### config.mk
export PLATFORM = sky130hd
export DESIGN_NAME = enr_queue
export DESIGN_NICKNAME = d
export VERILOG_FILES = /design/src/rtl/core/enr_pkg.sv /design/src/rtl/core/enr_queue.sv
export SDC_FILE = /design/constraint.sdc
export NUM_CORES = 1
export LEC_CHECK = 0
export BUFFER_PORTS_ARGS = -buffer_cell sky130_fd_sc_hd__buf_2
export CAP_MARGIN = 10
export CORE_MARGIN = 1.5
export CORE_UTILIZATION = 40
export CTS_CLUSTER_DIAMETER = 40
export DETAILED_ROUTE_END_ITERATION = 8
export PLACE_DENSITY = 0.64
export SETUP_SLACK_MARGIN = 0.15
export SYNTH_ARGS = -nofsm -noshare
export SYNTH_HDL_FRONTEND = slang
export SYNTH_SLANG_ARGS = --single-unit
### constraint.sdc
create_clock -name clk_i -period 3.8 [get_ports clk_i]
set_clock_uncertainty 0.2 [all_clocks]
set_input_delay 0.38 -clock clk_i [delete_from_list [all_inputs] [get_ports clk_i]]
set_output_delay 0.38 -clock clk_i [all_outputs]
set_load 0.02 [all_outputs]
### src/rtl/core/enr_pkg.sv
// ----------------------------------------------------------------------------
// enr_pkg: shared types, wiring tables and mod-26 helpers
// Holds the wheel and reflector permutations, the notch letters, the
// register codes and the small arithmetic used by the front and back ends.
// ----------------------------------------------------------------------------
package enr_pkg;

  localparam int unsigned LETTER_W    = 5;
  localparam int unsigned NUM_LETTERS = 26;
  localparam int unsigned WHEEL_MAX   = 5;
  localparam int unsigned WHEEL_COUNT = 5;
  localparam int unsigned WHEEL_W     = 3;
  localparam int unsigned CFG_INDEX_W = 3;
  localparam int unsigned CFG_DATA_W  = 60;
  localparam int unsigned QUEUE_DEPTH = 2;
  localparam int unsigned QPTR_W      = 1;
  localparam int unsigned QCNT_W      = 2;

  typedef logic [LETTER_W-1:0] letter_t;
  typedef logic [NUM_LETTERS-1:0][LETTER_W-1:0] perm_t;
  typedef logic [WHEEL_W-1:0] wheel_t;

  // Register indexes on the configuration channel
  typedef enum logic [CFG_INDEX_W-1:0] {
    REG_ROTOR_ORDER     = 3'd0,
    REG_RING_SETTINGS   = 3'd1,
    REG_START_POSITIONS = 3'd2,
    REG_PLUG_LOW        = 3'd3,
    REG_PLUG_MID        = 3'd4,
    REG_PLUG_HIGH       = 3'd5
  } cfg_reg_e;

  localparam logic [8:0] ROTOR_ORDER_RESET = 9'd10;

  // One queued letter with the rotor offsets that apply to it
  typedef struct packed {
    letter_t letter;
    letter_t shift_l;
    letter_t shift_m;
    letter_t shift_r;
  } item_t;

  // Settings the substitution path needs from the front end
  typedef struct packed {
    wheel_t wheel_l;
    wheel_t wheel_m;
    wheel_t wheel_r;
    perm_t  plug;
  } path_cfg_t;

  // Turn a 26-letter ASCII string into a letter permutation
  function automatic perm_t str_perm(input logic [8*NUM_LETTERS-1:0] s);
    perm_t p;
    for (int i = 0; i < NUM_LETTERS; i++) begin
      p[i] = letter_t'(s[8*(NUM_LETTERS-1-i) +: 8] - 8'd65);
    end
    return p;
  endfunction

  function automatic perm_t invert(input perm_t p);
    perm_t q;
    q = '0;
    for (int i = 0; i < NUM_LETTERS; i++) begin
      q[p[i]] = letter_t'(i);
    end
    return q;
  endfunction

  function automatic perm_t identity();
    perm_t p;
    for (int i = 0; i < NUM_LETTERS; i++) begin
      p[i] = letter_t'(i);
    end
    return p;
  endfunction

  localparam perm_t WIRING [WHEEL_MAX] = '{
    str_perm("EKMFLGDQVZNTOWYHXUSPAIBRCJ"),
    str_perm("AJDKSIRUXBLHWTMCQGZNPYFVOE"),
    str_perm("BDFHJLCPRTXVZNYEIWGAKMUSQO"),
    str_perm("ESOVPZJAYQUIRHXLNFTGKDCMWB"),
    str_perm("VZBRGITYUPSDNHLXAWMJQOFECK")
  };

  localparam perm_t WIRING_INV [WHEEL_MAX] = '{
    invert(str_perm("EKMFLGDQVZNTOWYHXUSPAIBRCJ")),
    invert(str_perm("AJDKSIRUXBLHWTMCQGZNPYFVOE")),
    invert(str_perm("BDFHJLCPRTXVZNYEIWGAKMUSQO")),
    invert(str_perm("ESOVPZJAYQUIRHXLNFTGKDCMWB")),
    invert(str_perm("VZBRGITYUPSDNHLXAWMJQOFECK"))
  };

  localparam perm_t REFLECTOR = str_perm("YRUHQSLDPXNGOKMIEBFZCWVJAT");

  // Notch sits one letter before the turnover letters R, F, W, K, A
  localparam letter_t NOTCH [WHEEL_MAX] = '{5'd16, 5'd4, 5'd21, 5'd9, 5'd25};

  function automatic letter_t red26(input letter_t v);
    return (v >= letter_t'(NUM_LETTERS)) ? letter_t'(v - letter_t'(NUM_LETTERS)) : v;
  endfunction

  function automatic letter_t inc26(input letter_t v);
    return (v == letter_t'(NUM_LETTERS - 1)) ? '0 : letter_t'(v + 1'b1);
  endfunction

  // Both operands below 26
  function automatic letter_t add26(input letter_t a, input letter_t b);
    logic [LETTER_W:0] s;
    s = {1'b0, a} + {1'b0, b};
    if (s >= (LETTER_W+1)'(NUM_LETTERS)) begin
      s = s - (LETTER_W+1)'(NUM_LETTERS);
    end
    return s[LETTER_W-1:0];
  endfunction

  function automatic letter_t sub26(input letter_t a, input letter_t b);
    logic [LETTER_W:0] s;
    s = ({1'b0, a} + (LETTER_W+1)'(NUM_LETTERS)) - {1'b0, b};
    if (s >= (LETTER_W+1)'(NUM_LETTERS)) begin
      s = s - (LETTER_W+1)'(NUM_LETTERS);
    end
    return s[LETTER_W-1:0];
  endfunction

  // Pass a letter through one wheel at the given offset
  function automatic letter_t rotor_pass(input perm_t p, input letter_t shift,
                                         input letter_t c);
    return sub26(p[add26(c, shift)], shift);
  endfunction

  // Clamp a wheel code to the fitted wheels
  function automatic wheel_t wheel_of(input wheel_t code, input int unsigned count);
    return (code >= wheel_t'(count)) ? wheel_t'(count - 1) : code;
  endfunction

endpackage

### src/rtl/core/enr_queue.sv
// ----------------------------------------------------------------------------
// enr_queue: two-entry queue between front and back end
// Lets either side stall on its own; push and pop may share a cycle.
// ----------------------------------------------------------------------------
module enr_queue import enr_pkg::*; (
  input  logic  clk_i,
  input  logic  rst_ni,
  input  logic  push_valid_i,
  output logic  push_ready_o,
  input  item_t push_item_i,
  output logic  pop_valid_o,
  input  logic  pop_ready_i,
  output item_t pop_item_o
);

  item_t             entry_q [QUEUE_DEPTH];
  logic [QPTR_W-1:0] wr_ptr_q, rd_ptr_q;
  logic [QCNT_W-1:0] count_q;
  logic              push, pop;

  assign push_ready_o = (count_q < QCNT_W'(QUEUE_DEPTH));
  assign pop_valid_o  = (count_q != '0);
  assign pop_item_o   = entry_q[rd_ptr_q];
  assign push         = push_valid_i & push_ready_o;
  assign pop          = pop_valid_o & pop_ready_i;

  // Store the pushed word
  always_ff @(posedge clk_i) begin
    if (push) begin
      entry_q[wr_ptr_q] <= push_item_i;
    end
  end

  // Advance pointers and fill count
  always_ff @(posedge clk_i or negedge rst_ni) begin
    if (!rst_ni) begin
      wr_ptr_q <= '0;
      rd_ptr_q <= '0;
      count_q  <= '0;
    end else begin
      if (push) begin
        wr_ptr_q <= QPTR_W'(wr_ptr_q + 1'b1);
      end
      if (pop) begin
        rd_ptr_q <= QPTR_W'(rd_ptr_q + 1'b1);
      end
      if (push && !pop) begin
        count_q <= QCNT_W'(count_q + 1'b1);
      end else if (pop && !push) begin
        count_q <= QCNT_W'(count_q - 1'b1);
      end
    end
  end

endmodule

Yosys cells after proc, flatten, opt, wreduce, memory -nomap -nowiden
Memories as Yosys holds them, arrays and structs flattened.
Index checks and enable logic that the tools add are counted.

cells by class
  $add $sub $neg = 4
  multiply operators = 0
  div/mod/pow operators = 0
  magnitude comparators = 1
  equal/unequal tests = 0
  shifts and indexed selects = 0
  mux-type cells = 4
  bitwise gates (word level) = 2
  reductions and logical operators = 6

operators by type and width
  kind                                                                count
  2-bit two-way mux                                                   2
  2-bit nonzero test                                                  2
  1-bit adder, second input constant                                  2
  2-bit by 1-bit adder with 2-bit output, second input constant       1
  1-bit bitwise AND                                                   2
  1-bit logical AND                                                   2
  1-bit logical NOT                                                   2
  2-bit less-than comparator, second input constant                   1
  1-bit two-way mux                                                   2
  2-bit by 1-bit subtractor with 2-bit output, second input constant  1

storage, ports and cells
  register bits = 4
  latch bits = 0
  memory bits (writable) = 40
  memory bits (read-only) = 0
  bits of input ports = 24
  output and inout bits = 22
  logic and storage cells = 21
  memories kept = 1

memories
  name     words  bits a word  read ports  clocked after Yosys merged registers in  wr ports  line             RTL
  entry_q  2      20           1           0                                        1         enr_queue.sv:16  item_t entry_q [QUEUE_DEPTH];

Logic depth before layout (Yosys ltp)
  word-level depth = 6
  gate-level depth with buffers = 6
  gate-level depth less buffers = 6

Worst setup path before layout
Ideal clock, no wire load.

  path kind = reg-to-reg
  from = reg count_q[1]
  to = mem entry_q[0][0] in the netlist's numbering (enable)
  setup time = 399 ps
  data arrival time = 1566 ps
  data required time = 3201 ps
  slack = 1635 ps
  stages on the path, launching flop included = 3
  buffers on the path = 0
  clock period less this slack = 2165 ps
  cells stage by stage = dfrtp_1 > and2b_1 > nor2b_1

between the ends
  cells in the longest elaborated chain, start to end = 4

RTL lines
  item                                     line             RTL
  start, declared                          enr_queue.sv:18  logic [QCNT_W-1:0] count_q;
  start signal, assigned                   enr_queue.sv:48  count_q <= QCNT_W'(count_q + 1'b1);
  start signal, assigned                   enr_queue.sv:50  count_q <= QCNT_W'(count_q - 1'b1);
  2-bit less-than comparator               enr_queue.sv:21  assign push_ready_o = (count_q < QCNT_W'(QUEUE_DEPTH));
  1-bit bitwise AND                        enr_queue.sv:24  assign push = push_valid_i & push_ready_o;
  named net push                           enr_queue.sv:19  logic push, pop;
  1-bit two-way mux                        enr_queue.sv:29  if (push) begin
  1-bit two-way mux (not written as such)  enr_queue.sv:30  entry_q[wr_ptr_q] <= push_item_i;
  end, declared                            enr_queue.sv:16

The timed path passes the listed nets, and every way through them passes these cells.

==> key figures <==
Outcome
  – Status: complete, no violations

Global route
  – Pin count of the biggest net entering global routing: 21
  – Global-route wire length before repair: 3.75 mm
  – GRT overflow: 0
  – Initial antenna violation count: 0
  – GRT Util Overall: 11.9%
  – Vias in the first global route: 793

Timing
  – Setup-failing EPs final: 0
  – RSZ-0062 raised after global routing: false
  – Minimum clock period: 2.38 ns
  – Hold Fails Final Rpt: 0
  – Final period util: a little over three fifths
  – Setup TNS: 0 ns
  – Rel. slew slack: 31.4%
  – Worst setup margin: between 1 and 1.5 ns
  – Slew Limit Fails: 0
  – Worst slew pin tran: around 1 ns
  – Maximum clock frequency: 0.421 GHz

Pwr
  – Power density cells: 737 nW/um^2
  – Maximum vdd drop: 432 uV
  – Static leakage: roughly 0.85 nW

Floorplanning
  – Ports: between 40 and 50
  – Die width: 68.7 um
  – Die H: 68.7 um
  – Core ar.: around 4100 um^2
  – Die Area: 4710 um^2
  – Rows: 23
  – Initial Utilization: 42.5%

Placed design
  – Detailed placement HPWL: 1.83 mm
  – Placed instance area: 2000 um^2
  – PortBufs: 45
  – Cells after DPL: 173
  – Final RePlAce weighted congestion: roughly 0.58
  – Place WS: 1.66 ns

Worst setup path
  – Worst R2R End: entry_q[0][3]
  – Register-to-Register Path Depth: 2
  – R2R Path Start: count_q[1]
  – Critical path arrival: 1.80 ns
  – WS Path Type: flip-flop to output pin
  – CP Data Required Time: ~3.2 ns
  – Crit path max fanout: 12
  – CP Capture Type: output pin
  – Startpoint types: flip-flop
  – Reg2reg setup slack: ~1.7 ns

Synth
  – Post-Syn Instances: 79
  – Register area share after synthesis: approximately 75%
  – Synth cell types: 15
  – Yosys warnings: 0
  – Mapped Area: 1720 um^2
  – Syn nets: 104
  – Seq cells post-synth: 44
  – Syn_area_per_cell: about 22 um^2

Drt
  – # DRC: 0
  – Drt pass-1 iters: 2
  – Final ANT Viol Nets: 0
  – DRT Wirelength: 2.64 mm
  – Vias: roughly 800
  – Wire length per cell: 14.5 um
  – Detailed router's first-iteration violation count: 10
  – Vias per std cell: 4.51

Layout
  – Final Non-Filler Cells: around 180
  – P&R area growth vs syn: 21.4%
  – Post-layout instance area: between 2000 and 2500 um^2
  – Post-Route Utilization: between 50% and 60%
  – Layout cell share with drive strength beyond 1: a little under three fifths
  – Ant. Diodes: 0
  – Filler Cells Inserted: 338
  – Nets: 156

Clock tree
  – CTS tree: built
  – Skew-Pair Late Insertion Delay: 0.29 ns
  – Bufs on Longest Clock Path: 2
  – Root Buffer: clkbuf_8
  – Max H-tree Level: 2
  – Clock sink total: 44
  – Clock Pin Slew Worst Setup and Hold Paths: 0.08 ns
  – Post-CTS Repair Setup Buffers: 0
  – CTS Buf Count: 5

Worst hold path
  – Hold path depth: 1
  – Hold Path Class: primary input to flip-flop
  – End of the worst hold path: entry_q[0][0]
  – Worst min-delay path startpoint: push_item_i[0]

Job
  – Maxcap violations: 0
## timing repair
action                    in CTS  in global routing
resized for setup              0                  0
hold buffers                   1                  0
hold endpoints to repair       4                  0
## placed cells by master (no fill, tap or decap), drive strengths merged
cell type    synthesis  routed
inv                  1       1
nor2                 1       1
dlygate4sd3          0       1
nor2b                1       1
clkinv               0       1
or2                  1       1
and2                 1       1
ha                   1       1
mux2                20      20
clkbuf               0       6
clkinvlp             0       1
xor2                 2       2
buf                  2      46
edfxtp              40      40
xnor2                3       3
and2b                1       1
nand2                1       1
dfrtp                4       4
## cell type report
class | count | area [um^2] | area share (%)
Multi-Input combinational cell | 32 | 399 | 19.1
Clock inverter | 2 | 11.3 | 0.538
Clock buffer | 6 | 72.6 | 3.47
Timing Repair Buffer | 47 | 243 | 11.6
Sequential cell | 44 | 1300 | 62.2
Tap cell | 50 | 62.6 | 2.99
Inverter | 1 | 3.75 | 0.179
## worst max path at each step
stage | from | end | slack, ns | cells after the start
after floorplan | count_q[1] | entry_q[0][0] | 1.64 | 2
after global placement | rd_ptr_q | pop_item_o[13] | 1.72 | 3
after detailed placement | push_valid_i | entry_q[0][5] | 1.66 | 3
after CTS | rd_ptr_q | pop_item_o[11] | 1.37 | 3
after global routing | rd_ptr_q | pop_item_o[6] | 1.31 | 3
final | rd_ptr_q | pop_item_o[11] | 1.42 | 3
## through the flow
stage,hold slack [ns],power [mW]
after global placement,-0.0126,1.27
after global routing,0.0596,1.62
after floorplan,-0.116,1.15
final,0.0743,1.54
after detailed placement,-0.00869,1.29
after CTS,0.0625,1.57
## where the power goes
part | internal [mW] | total [mW] | switching (mW)
clock network | 0.127 | 0.272 | 0.145
registers | 0.643 | 0.702 | 0.0586
logic | 0.271 | 0.570 | 0.299
## layer usage
layer,global-route usage (%),wire length [um]
met1,14.1,1130
met2,18.3,1270
met3,4.71,184
met4,6.75,53
met5,0,0
## synth_stat cells
cell type | number | area (um^2)
inv_1 | 1 | 3.75
and2b_1 | 1 | 7.51
xor2_1 | 2 | 17.5
edfxtp_1 | 40 | 1200
mux2_4 | 19 | 285
buf_6 | 2 | 22.5
nor2b_1 | 1 | 6.26
xnor2_1 | 3 | 26.3
mux2_2 | 1 | 11.3
nor2_1 | 1 | 3.75
and2_1 | 1 | 6.26
nand2_4 | 1 | 11.3
dfrtp_1 | 4 | 100
ha_1 | 1 | 12.5
or2_4 | 1 | 8.76
## worst max-delay path, cell delays in order (launching register included)
cell     delay, ns
dfrtp_1       0.67
buf_4         0.35
mux2_4        0.33
buf_2         0.16
## registers in the layout, summed over array words and instances, names as in the netlist
signal and flops:
entry_q 40, count_q 2, rd_ptr_q 1, wr_ptr_q 1
## cell families after synthesis
group	count (synthesis)	synth area share (%)
flip-flops	44	75.5
multiplexers	20	17.2
AND/OR/NAND/NOR	6	2.54
XOR/XNOR	5	2.54
buffers and inverters	3	1.52
adder cells (fa/ha/maj)	1	0.726
(Power assumes the default switching activity.)
